--- src/rtl/core/sps_pkg.sv ---
// Shared types, constants and helper functions for the spectral Poisson scaler.
`timescale 1ns / 1ps
package sps_pkg;

    localparam int MaxN       = 1024;
    localparam int SizeW      = 11;
    localparam int PosW       = 10;
    localparam int WeightW    = 48;
    localparam int HalfW      = WeightW / 2;
    localparam int FsqW       = 2 * PosW;
    localparam int ProdW      = FsqW + HalfW;
    localparam int KW         = 70;
    localparam int DataW      = 32;
    localparam int DivSteps   = 32;
    localparam int MulSteps   = 6;
    localparam int CfgIdxW    = 3;

    // Configuration register indexes
    localparam logic [CfgIdxW-1:0] CFG_SIZE_X      = 3'd0;
    localparam logic [CfgIdxW-1:0] CFG_SIZE_Y      = 3'd1;
    localparam logic [CfgIdxW-1:0] CFG_SIZE_Z      = 3'd2;
    localparam logic [CfgIdxW-1:0] CFG_START_PLANE = 3'd3;
    localparam logic [CfgIdxW-1:0] CFG_PLANE_COUNT = 3'd4;
    localparam logic [CfgIdxW-1:0] CFG_WEIGHT_X    = 3'd5;
    localparam logic [CfgIdxW-1:0] CFG_WEIGHT_Y    = 3'd6;
    localparam logic [CfgIdxW-1:0] CFG_WEIGHT_Z    = 3'd7;

    localparam logic [WeightW-1:0] WeightReset = 48'd41396104;

    localparam logic signed [DataW-1:0] SatMax = 32'sh7FFF_FFFF;
    localparam logic signed [DataW-1:0] SatMin = 32'sh8000_0000;

    // Classified item handed from the front to the back
    typedef struct packed {
        logic signed [DataW-1:0] re;
        logic signed [DataW-1:0] im;
        logic [FsqW-1:0]         fsq_x;
        logic [FsqW-1:0]         fsq_y;
        logic [FsqW-1:0]         fsq_z;
        logic                    dc;
        logic                    last;
    } sps_item_t;

    // Grid geometry seen by the front
    typedef struct packed {
        logic [SizeW-1:0] nx;
        logic [SizeW-1:0] ny;
        logic [SizeW-1:0] nz;
        logic [SizeW-1:0] np;
        logic [PosW-1:0]  start_plane;
    } sps_geom_t;

    typedef enum logic [1:0] {
        S_IDLE,
        S_MUL,
        S_DIV,
        S_DONE
    } sps_state_t;

    // Clamp a size register to 1..MaxN
    function automatic logic [SizeW-1:0] clamp_size(input logic [SizeW-1:0] v);
        logic [SizeW-1:0] r;
        begin
            r = v;
            if (v == '0)
                r = SizeW'(1);
            else if (v > SizeW'(MaxN))
                r = SizeW'(MaxN);
            return r;
        end
    endfunction

    // Squared signed frequency of index i on an axis of n points
    function automatic logic [FsqW-1:0] freq_sq(input logic [PosW-1:0] i,
                                                input logic [SizeW-1:0] n);
        logic [SizeW-1:0] iw;
        logic [SizeW-1:0] dw;
        logic [PosW-1:0]  d;
        begin
            iw = {1'b0, i};
            if (iw <= (n >> 1))
                dw = iw;
            else if (iw < n)
                dw = n - iw;
            else
                dw = iw - n;
            d = dw[PosW-1:0];
            return FsqW'(d * d);
        end
    endfunction

endpackage

--- src/rtl/core/sps_front.sv ---
// Front end: tracks the grid position and classifies each accepted item.
`timescale 1ns / 1ps
module sps_front
    import sps_pkg::*;
(
    input  logic      clk,
    input  logic      rst_n,
    input  sps_geom_t geom,
    input  logic      accept,
    input  logic signed [DataW-1:0] in_real,
    input  logic signed [DataW-1:0] in_imag,
    output sps_item_t item
);

    logic [PosW-1:0]  pos_plane_reg, pos_plane_next;
    logic [PosW-1:0]  pos_row_reg, pos_row_next;
    logic [PosW-1:0]  pos_col_reg, pos_col_next;
    logic [SizeW-1:0] planes_done_reg, planes_done_next;
    logic             last;
    logic [SizeW-1:0] done_inc;

    // Position step for the current item
    always_comb
    begin
        pos_plane_next   = pos_plane_reg;
        pos_row_next     = pos_row_reg;
        pos_col_next     = pos_col_reg;
        planes_done_next = planes_done_reg;
        last             = 1'b0;
        done_inc         = planes_done_reg + SizeW'(1);
        if (({1'b0, pos_col_reg} + SizeW'(1)) >= geom.nz)
        begin
            pos_col_next = '0;
            if (({1'b0, pos_row_reg} + SizeW'(1)) >= geom.ny)
            begin
                pos_row_next     = '0;
                planes_done_next = done_inc;
                if (({1'b0, pos_plane_reg} + SizeW'(1)) >= geom.nx)
                    pos_plane_next = '0;
                else
                    pos_plane_next = pos_plane_reg + PosW'(1);
                if (done_inc >= geom.np)
                begin
                    last             = 1'b1;
                    planes_done_next = '0;
                    pos_plane_next   = geom.start_plane;
                end
            end
            else
            begin
                pos_row_next = pos_row_reg + PosW'(1);
            end
        end
        else
        begin
            pos_col_next = pos_col_reg + PosW'(1);
        end
    end

    // Classified item
    always_comb
    begin
        item.re    = in_real;
        item.im    = in_imag;
        item.fsq_x = freq_sq(pos_plane_reg, geom.nx);
        item.fsq_y = freq_sq(pos_row_reg, geom.ny);
        item.fsq_z = freq_sq(pos_col_reg, geom.nz);
        item.dc    = (pos_plane_reg == '0) && (pos_row_reg == '0) && (pos_col_reg == '0);
        item.last  = last;
    end

    always_ff @(posedge clk or negedge rst_n)
    begin
        if (!rst_n)
        begin
            pos_plane_reg   <= '0;
            pos_row_reg     <= '0;
            pos_col_reg     <= '0;
            planes_done_reg <= '0;
        end
        else if (accept)
        begin
            pos_plane_reg   <= pos_plane_next;
            pos_row_reg     <= pos_row_next;
            pos_col_reg     <= pos_col_next;
            planes_done_reg <= planes_done_next;
        end
    end

endmodule

--- src/rtl/core/sps_fifo.sv ---
// Two-entry item queue between the front and the back.
`timescale 1ns / 1ps
module sps_fifo
    import sps_pkg::*;
(
    input  logic      clk,
    input  logic      rst_n,
    input  logic      push,
    input  sps_item_t push_item,
    output logic      full,
    input  logic      pop,
    output logic      not_empty,
    output sps_item_t pop_item
);

    sps_item_t  mem_reg [2];
    logic       wr_ptr_reg, rd_ptr_reg;
    logic [1:0] count_reg;

    assign full      = (count_reg == 2'd2);
    assign not_empty = (count_reg != 2'd0);
    assign pop_item  = mem_reg[rd_ptr_reg];

    always_ff @(posedge clk)
    begin
        if (push)
            mem_reg[wr_ptr_reg] <= push_item;
    end

    // Pointers and fill count
    always_ff @(posedge clk or negedge rst_n)
    begin
        if (!rst_n)
        begin
            wr_ptr_reg <= 1'b0;
            rd_ptr_reg <= 1'b0;
            count_reg  <= 2'd0;
        end
        else
        begin
            if (push)
                wr_ptr_reg <= ~wr_ptr_reg;
            if (pop)
                rd_ptr_reg <= ~rd_ptr_reg;
            if (push && !pop)
                count_reg <= count_reg + 2'd1;
            else if (pop && !push)
                count_reg <= count_reg - 2'd1;
        end
    end

endmodule

--- src/rtl/core/sps_back.sv ---
// Back end: forms k2 on a shared multiplier and divides both parts bit by bit.
`timescale 1ns / 1ps
module sps_back
    import sps_pkg::*;
(
    input  logic               clk,
    input  logic               rst_n,
    input  logic [WeightW-1:0] weight_x,
    input  logic [WeightW-1:0] weight_y,
    input  logic [WeightW-1:0] weight_z,
    input  logic               q_not_empty,
    input  sps_item_t          q_item,
    output logic               q_pop,
    output logic               out_valid,
    input  logic               out_stall,
    output logic signed [DataW-1:0] out_real,
    output logic signed [DataW-1:0] out_imag,
    output logic               saturated,
    output logic               slab_last
);

    sps_state_t         state_reg, state_next;
    logic [5:0]         cnt_reg, cnt_next;
    sps_item_t          item_reg;
    logic [KW-1:0]      k_reg;
    logic [ProdW-1:0]   prod_reg;
    logic               half_reg;

    logic [KW-1:0]      rem_reg [2];
    logic [DataW-1:0]   q_reg   [2];
    logic               fix_reg [2];
    logic               sat_reg [2];
    logic               neg_reg [2];

    logic               out_valid_reg;
    logic signed [DataW-1:0] out_real_reg, out_imag_reg;
    logic               saturated_reg, slab_last_reg;

    logic               out_free;
    logic [FsqW-1:0]    fsq_sel;
    logic [WeightW-1:0] w_sel;
    logic [HalfW-1:0]   w_half;
    logic [DataW-1:0]   res    [2];
    logic               res_sat[2];

    assign out_free = !out_valid_reg || !out_stall;

    // Sequencer
    always_comb
    begin
        state_next = state_reg;
        cnt_next   = cnt_reg;
        q_pop      = 1'b0;
        unique case (state_reg)
            S_IDLE:
            begin
                if (q_not_empty)
                begin
                    q_pop      = 1'b1;
                    state_next = S_MUL;
                    cnt_next   = '0;
                end
            end
            S_MUL:
            begin
                if (cnt_reg == 6'(MulSteps))
                begin
                    state_next = S_DIV;
                    cnt_next   = '0;
                end
                else
                begin
                    cnt_next = cnt_reg + 6'd1;
                end
            end
            S_DIV:
            begin
                if (cnt_reg == 6'(DivSteps))
                    state_next = S_DONE;
                else
                    cnt_next = cnt_reg + 6'd1;
            end
            S_DONE:
            begin
                if (out_free)
                    state_next = S_IDLE;
            end
            default:
            begin
                state_next = S_IDLE;
            end
        endcase
    end

    // Multiplier operand select: axis from the step, low half then high half
    always_comb
    begin
        case (cnt_reg[2:1])
            2'd0:    begin fsq_sel = item_reg.fsq_x; w_sel = weight_x; end
            2'd1:    begin fsq_sel = item_reg.fsq_y; w_sel = weight_y; end
            default: begin fsq_sel = item_reg.fsq_z; w_sel = weight_z; end
        endcase
        w_half = cnt_reg[0] ? w_sel[WeightW-1:HalfW] : w_sel[HalfW-1:0];
    end

    // Final saturation and sign restore per part
    always_comb
    begin
        for (int l = 0; l < 2; l++)
        begin
            logic [DataW-1:0] limit;
            logic [DataW-1:0] qv;
            logic             s;
            limit = neg_reg[l] ? DataW'(SatMin) : DataW'(SatMax);
            qv    = q_reg[l];
            s     = sat_reg[l];
            if (!fix_reg[l] && (qv > limit))
            begin
                s  = 1'b1;
                qv = limit;
            end
            if (fix_reg[l])
                qv = sat_reg[l] ? limit : '0;
            res[l]     = neg_reg[l] ? (~qv + DataW'(1)) : qv;
            res_sat[l] = s;
        end
    end

    always_ff @(posedge clk or negedge rst_n)
    begin
        if (!rst_n)
        begin
            state_reg     <= S_IDLE;
            cnt_reg       <= '0;
            out_valid_reg <= 1'b0;
        end
        else
        begin
            state_reg <= state_next;
            cnt_reg   <= cnt_next;
            if (state_reg == S_DONE && out_free)
                out_valid_reg <= 1'b1;
            else if (!out_stall)
                out_valid_reg <= 1'b0;
        end
    end

    // Datapath
    always_ff @(posedge clk)
    begin
        if (q_pop)
        begin
            item_reg <= q_item;
            k_reg    <= '0;
        end
        if (state_reg == S_MUL)
        begin
            if (cnt_reg < 6'(MulSteps))
            begin
                prod_reg <= ProdW'(fsq_sel * w_half);
                half_reg <= cnt_reg[0];
            end
            if (cnt_reg != '0)
                k_reg <= k_reg + (half_reg ? (KW'(prod_reg) << HalfW) : KW'(prod_reg));
        end
        if (state_reg == S_DIV)
        begin
            for (int l = 0; l < 2; l++)
            begin
                logic [DataW-1:0] raw;
                logic [DataW-1:0] mag;
                logic [KW:0]      r2;
                raw = (l == 0) ? item_reg.re : item_reg.im;
                mag = raw[DataW-1] ? (~raw + DataW'(1)) : raw;
                r2  = {rem_reg[l], 1'b0};
                if (cnt_reg == '0)
                begin
                    // Zero, DC and overflow cases settle before the iterations
                    neg_reg[l] <= raw[DataW-1];
                    q_reg[l]   <= '0;
                    rem_reg[l] <= KW'({mag, 8'b0});
                    if (item_reg.dc || mag == '0)
                    begin
                        fix_reg[l] <= 1'b1;
                        sat_reg[l] <= 1'b0;
                    end
                    else if (KW'({mag, 8'b0}) >= k_reg)
                    begin
                        fix_reg[l] <= 1'b1;
                        sat_reg[l] <= 1'b1;
                    end
                    else
                    begin
                        fix_reg[l] <= 1'b0;
                        sat_reg[l] <= 1'b0;
                    end
                end
                else if (r2 >= {1'b0, k_reg})
                begin
                    rem_reg[l] <= KW'(r2 - {1'b0, k_reg});
                    q_reg[l]   <= {q_reg[l][DataW-2:0], 1'b1};
                end
                else
                begin
                    rem_reg[l] <= r2[KW-1:0];
                    q_reg[l]   <= {q_reg[l][DataW-2:0], 1'b0};
                end
            end
        end
        if (state_reg == S_DONE && out_free)
        begin
            out_real_reg  <= res[0];
            out_imag_reg  <= res[1];
            saturated_reg <= res_sat[0] || res_sat[1];
            slab_last_reg <= item_reg.last;
        end
    end

    assign out_valid = out_valid_reg;
    assign out_real  = out_real_reg;
    assign out_imag  = out_imag_reg;
    assign saturated = saturated_reg;
    assign slab_last = slab_last_reg;

    // The queue is drained only by an idle back end
    a_pop_idle: assert property (@(posedge clk) disable iff (!rst_n)
        q_pop |-> (state_reg == S_IDLE && q_not_empty))
        else $error("pop outside idle");

    // Step counter stays within the multiply sequence
    a_mul_cnt: assert property (@(posedge clk) disable iff (!rst_n)
        (state_reg == S_MUL) |-> (cnt_reg <= 6'(MulSteps)))
        else $error("multiply step out of range");

    // Step counter stays within the division sequence
    a_div_cnt: assert property (@(posedge clk) disable iff (!rst_n)
        (state_reg == S_DIV) |-> (cnt_reg <= 6'(DivSteps)))
        else $error("divide step out of range");

    // A clipped result sits at a range extreme in at least one part
    a_sat_extreme: assert property (@(posedge clk) disable iff (!rst_n)
        (out_valid_reg && saturated_reg) |->
            (out_real_reg == SatMax || out_real_reg == SatMin ||
             out_imag_reg == SatMax || out_imag_reg == SatMin))
        else $error("saturated flag without clipped value");

endmodule

--- src/rtl/core/spectral_poisson_scaler.sv ---
// Top level: configuration registers, front end, item queue and back end.
`timescale 1ns / 1ps
// Divides streamed 3D spectral samples (raster order, z fastest) by the squared
// wavenumber k2 and saturates to Q16.16; the DC bin gives zero and the last
// element of the slab is marked. In the back end, six passes through one
// shared 20x24 multiplier build k2, then a restoring divider produces one
// quotient bit per cycle for both parts in parallel. A two-entry queue lets
// up to two items wait ahead of the back end, and the output register holds
// a finished result while the next is computed. The user must write
// configuration only while no item is in flight; the block does not enforce it.
module spectral_poisson_scaler
    import sps_pkg::*;
(
    input  logic                     clk,
    input  logic                     rst_n,
    input  logic                     cfg_we,
    input  logic [CfgIdxW-1:0]       cfg_index,
    input  logic [WeightW-1:0]       cfg_data,
    input  logic                     in_valid,
    output logic                     in_stall,
    input  logic signed [DataW-1:0]  in_real,
    input  logic signed [DataW-1:0]  in_imag,
    output logic                     out_valid,
    input  logic                     out_stall,
    output logic signed [DataW-1:0]  out_real,
    output logic signed [DataW-1:0]  out_imag,
    output logic                     saturated,
    output logic                     slab_last
);

    logic [SizeW-1:0]   size_x_reg, size_y_reg, size_z_reg, plane_count_reg;
    logic [PosW-1:0]    start_plane_reg;
    logic [WeightW-1:0] weight_x_reg, weight_y_reg, weight_z_reg;

    sps_geom_t geom;
    sps_item_t front_item, q_item;
    logic      accept, q_full, q_not_empty, q_pop;

    // Configuration registers
    always_ff @(posedge clk or negedge rst_n)
    begin
        if (!rst_n)
        begin
            size_x_reg      <= SizeW'(MaxN);
            size_y_reg      <= SizeW'(MaxN);
            size_z_reg      <= SizeW'(MaxN);
            start_plane_reg <= '0;
            plane_count_reg <= SizeW'(MaxN);
            weight_x_reg    <= WeightReset;
            weight_y_reg    <= WeightReset;
            weight_z_reg    <= WeightReset;
        end
        else if (cfg_we)
        begin
            unique case (cfg_index)
                CFG_SIZE_X:      size_x_reg      <= cfg_data[SizeW-1:0];
                CFG_SIZE_Y:      size_y_reg      <= cfg_data[SizeW-1:0];
                CFG_SIZE_Z:      size_z_reg      <= cfg_data[SizeW-1:0];
                CFG_START_PLANE: start_plane_reg <= cfg_data[PosW-1:0];
                CFG_PLANE_COUNT: plane_count_reg <= cfg_data[SizeW-1:0];
                CFG_WEIGHT_X:    weight_x_reg    <= cfg_data;
                CFG_WEIGHT_Y:    weight_y_reg    <= cfg_data;
                CFG_WEIGHT_Z:    weight_z_reg    <= cfg_data;
                default:         ;
            endcase
        end
    end

    always_comb
    begin
        geom.nx          = clamp_size(size_x_reg);
        geom.ny          = clamp_size(size_y_reg);
        geom.nz          = clamp_size(size_z_reg);
        geom.np          = clamp_size(plane_count_reg);
        geom.start_plane = start_plane_reg;
    end

    assign in_stall = q_full;
    assign accept   = in_valid && !q_full;

    sps_front u_front (
        .clk     (clk),
        .rst_n   (rst_n),
        .geom    (geom),
        .accept  (accept),
        .in_real (in_real),
        .in_imag (in_imag),
        .item    (front_item)
    );

    sps_fifo u_fifo (
        .clk       (clk),
        .rst_n     (rst_n),
        .push      (accept),
        .push_item (front_item),
        .full      (q_full),
        .pop       (q_pop),
        .not_empty (q_not_empty),
        .pop_item  (q_item)
    );

    sps_back u_back (
        .clk         (clk),
        .rst_n       (rst_n),
        .weight_x    (weight_x_reg),
        .weight_y    (weight_y_reg),
        .weight_z    (weight_z_reg),
        .q_not_empty (q_not_empty),
        .q_item      (q_item),
        .q_pop       (q_pop),
        .out_valid   (out_valid),
        .out_stall   (out_stall),
        .out_real    (out_real),
        .out_imag    (out_imag),
        .saturated   (saturated),
        .slab_last   (slab_last)
    );

endmodule

--- config.mk ---
export PLATFORM = sky130hd
export DESIGN_NAME = spectral_poisson_scaler
export DESIGN_NICKNAME = d
export VERILOG_FILES = /design/src/rtl/core/sps_pkg.sv /design/src/rtl/core/sps_front.sv /design/src/rtl/core/sps_fifo.sv /design/src/rtl/core/sps_back.sv /design/src/rtl/core/spectral_poisson_scaler.sv
export SDC_FILE = /design/constraint.sdc
export NUM_CORES = 2
export LEC_CHECK = 0
export BUFFER_PORTS_ARGS = -buffer_cell sky130_fd_sc_hd__clkbuf_2
export CORE_MARGIN = 1
export CORE_UTILIZATION = 40
export DETAILED_ROUTE_END_ITERATION = 6
export SYNTH_ARGS = -nofsm -noshare
export SYNTH_HDL_FRONTEND = slang
export SYNTH_SLANG_ARGS = --single-unit
export TNS_END_PERCENT = 1
--- constraint.sdc ---
create_clock -name clk -period 9.1 [get_ports clk]
set_input_delay 2.73 -clock clk [delete_from_list [all_inputs] [get_ports clk]]
set_output_delay 2.73 -clock clk [all_outputs]
set_load 0.01 [all_outputs]
==> impl_metrics.ini <==
[status]
status = complete, no violations

[clock_network]
cts_root_buffer = clkbuf_16
cts_sinks = 1012
cts.reportedPaths.clkPinSlew_ps = 60
holdBufCountCts = 0
cts_buffers = 118
cts_max_path_buffers = 3
cts_tree = built
clkLatencyLatePin_ps = 780
h-tree-depth = 3

[sta]
hold_violations = 0
fin_crit_sh_pct = 96.1
max_clock_freq_mhz = 114
finClkSkew_ps = 81.3
tightest_slew_ps = 1280
drv_slew = 0
rsz0062_at_grt = true
period_minus_slack_ps = 8740
slew-limit-headroom_pct = 12.6
whs_ps = 423
setup_viol = 0

[floorplanning]
die_area_um2 = 220000
initial_utilization_pct = 40.4
row_count = 170
die_x_um = 469
core_area_um2 = 215000
die_h_um = 469
ios = 188

[logic_synthesis]
synth_top_area_share_pct = 23.8
synth-seq-area-share_pct = 32.7
synth-seq-cells = 1012
ys.flop_type = edfxtp_1
synth_cells = 8878
synthTopCellsByArea = edfxtp_1 (24%), fa_1 (13%), ha_1 (11%)
synth_edf_count = 689
yosys_warnings = 0
synth_area_per_cell_um2 = 9.81
netlist_area_um2 = 87100
async_reset_ff_share_pct = 24.9
synth_largest_area_cell = edfxtp_1
synth_cell_types = 96

[critical_path]
worst-r2r-setup-slack_ps = 360
crit_top_cell = fa_1
critPathArrivalTime_ps = 9250
crit_type = reg -> reg
crit_fanout = 19
r2r-start = u_back.cnt_reg[1]
cp.required_ps = 9610
reg2reg_depth = 27
slowest_delay_ps = 720
crit_path_top_delay_cell = mux4_2
r2r_end = u_back.prod_reg[42]
cp-end-kind = flip-flop
critPathLaunchType = flip-flop

[grt]
grt_pass1_vias = 67400
grt_use_total_pct = 22.3
overflow = 0
grt_antenna_before_repair = 7
grt_pass1_wl_um = 386000
grt_max_degree = 169

[finish]
layout_common_cells = nand2_1 (935), inv_1 (912), ha_1 (780), edfxtp_1 (689), fa_1 (546)
largest_reg_flops = 246
fill_cells = 20500
final_common_cell = nand2_1
drive_above_1_share_pct = 12.5
syn_to_final_growth_pct = 9.93
nets = 10500

[routing]
num_vias = 66500
drt_pass1_iterations = 6
viasPerCell = 5.57
wire_per_inst_um = 20.6
drtIter0Drc = 4805
drtAntennaViolNets = 0
drc = 0
routed_wl_um = 247000

[worst_hold_path]
min_to = u_back.slab_last
whs_path_depth = 0
worstHoldStart = u_back.item_reg[0]
hp-class = reg -> reg

[placed_design]
dp_hpwl_um = 191000
gp_congestion = 0.931
io_buffer_count = 187

[flow_run]
maxCapViolCount = 0
==> what timing repair did <==
action                                  4_1_cts  5_1_grt
buffers inserted                              0        4
endpoints found under the setup margin        0       33
gates resized for setup                       0       19
==> cells in the mapped netlist, types with 21 or more instances <==
| cell | number |
|---|---|
| a221oi_1 | 21 |
| xnor2_1 | 294 |
| dfxtp_1 | 71 |
| or2_2 | 51 |
| mux4_2 | 21 |
| xor2_1 | 128 |
| nand4_1 | 90 |
| mux2_2 | 405 |
| nand2_1 | 937 |
| a211oi_1 | 65 |
| o211ai_1 | 41 |
| o21bai_1 | 60 |
| nor4_1 | 57 |
| nor2_1 | 536 |
| o22ai_1 | 31 |
| nand2b_1 | 89 |
| a211o_1 | 22 |
| and2_1 | 154 |
| and3_1 | 59 |
| or4_1 | 23 |
| dfstp_2 | 46 |
| inv_1 | 915 |
| nor3_1 | 116 |
| a21o_1 | 280 |
| fa_1 | 546 |
| o21a_1 | 73 |
| nand3_1 | 201 |
| nor2b_1 | 127 |
| edfxtp_1 | 689 |
| o21ai_0 | 389 |
| or3_1 | 48 |
| a21oi_1 | 424 |
| mux2i_1 | 57 |
| buf_1 | 26 |
| ha_1 | 781 |
| a31oi_1 | 105 |
| a21boi_0 | 22 |
| dfrtp_1 | 206 |
| o31ai_1 | 46 |
| clkbuf_1 | 327 |
==> critical path, delay by kind of cell (launching register included) <==
kind / cells / cell delay [ps]
adders and majority gates: 8 / 3380
buffers and inverters: 5 / 570
AOI/OAI and AO/OA: 7 / 2180
muxes: 2 / 1060
DFF: 1 / 600
and+or+nand+nor: 4 / 520
xor gates and xnor gates: 1 / 100
==> per-stage QoR <==
step           std cells  instance area (µm²)  utilization, %  setup slack, ps  TNS (ps)
6_report           12000                95700            44.4              359         0
5_1_grt            12000                95700            44.4             -107      -357
4_1_cts            11900                95700            44.4              235         0
3_5_place_dp       11700                91700            42.6              300         0
3_3_place_gp       11700                91700            42.6              403         0
2_1_floorplan       8900                87200               -             23.2         0
==> area by class of cell <==
| class | count | area (µm²) | area share, % |
|---|---|---|---|
| antenna | 1 | 2.50 | 0.00261 |
| clock buffer | 146 | 3140 | 3.28 |
| clock inverter | 78 | 769 | 0.804 |
| inverter | 920 | 3460 | 3.62 |
| multi-input combinational | 6610 | 54100 | 56.5 |
| sequential | 1012 | 28500 | 29.8 |
| tap | 2838 | 3550 | 3.71 |
| timing repair buffer | 347 | 2210 | 2.31 |
==> layer usage <==
layer  global-route usage, %  wire length [µm]
met2                    38.1            119000
met4                    7.98              9420
met5                       0                13
met1                    29.3            107000
met3                    2.28             10800
==> worst max-delay path by stage <==
stage	startpoint	end	slack, ps	cells after the start
CTS	u_back.cnt_reg[1]	u_back.prod_reg[42]	230	27
floorplan	u_back.cnt_reg[1]	u_back.prod_reg[37]	20	30
detailed placement	u_back.cnt_reg[1]	u_back.prod_reg[42]	300	27
global placement	u_back.cnt_reg[1]	u_back.prod_reg[42]	400	29
global route	size_z_reg[10]	u_fifo.mem_reg[1][20]	-110	37
finish	u_back.cnt_reg[1]	u_back.prod_reg[42]	360	27
==> kinds of logic after synthesis <==
family | synth area share (%)
multiplexers | 6.43
other | 0.00862
AND/OR/NAND/NOR | 13.9
buffers and inverters | 5.52
adder cells (fa/ha/maj) | 23.8
AO/OA/AOI/OAI | 13.5
flip-flops | 32.7
XOR/XNOR | 4.24
Power is not shown: default switching activity piles up to over one toggle a cycle in this logic, so the estimate is an artifact.
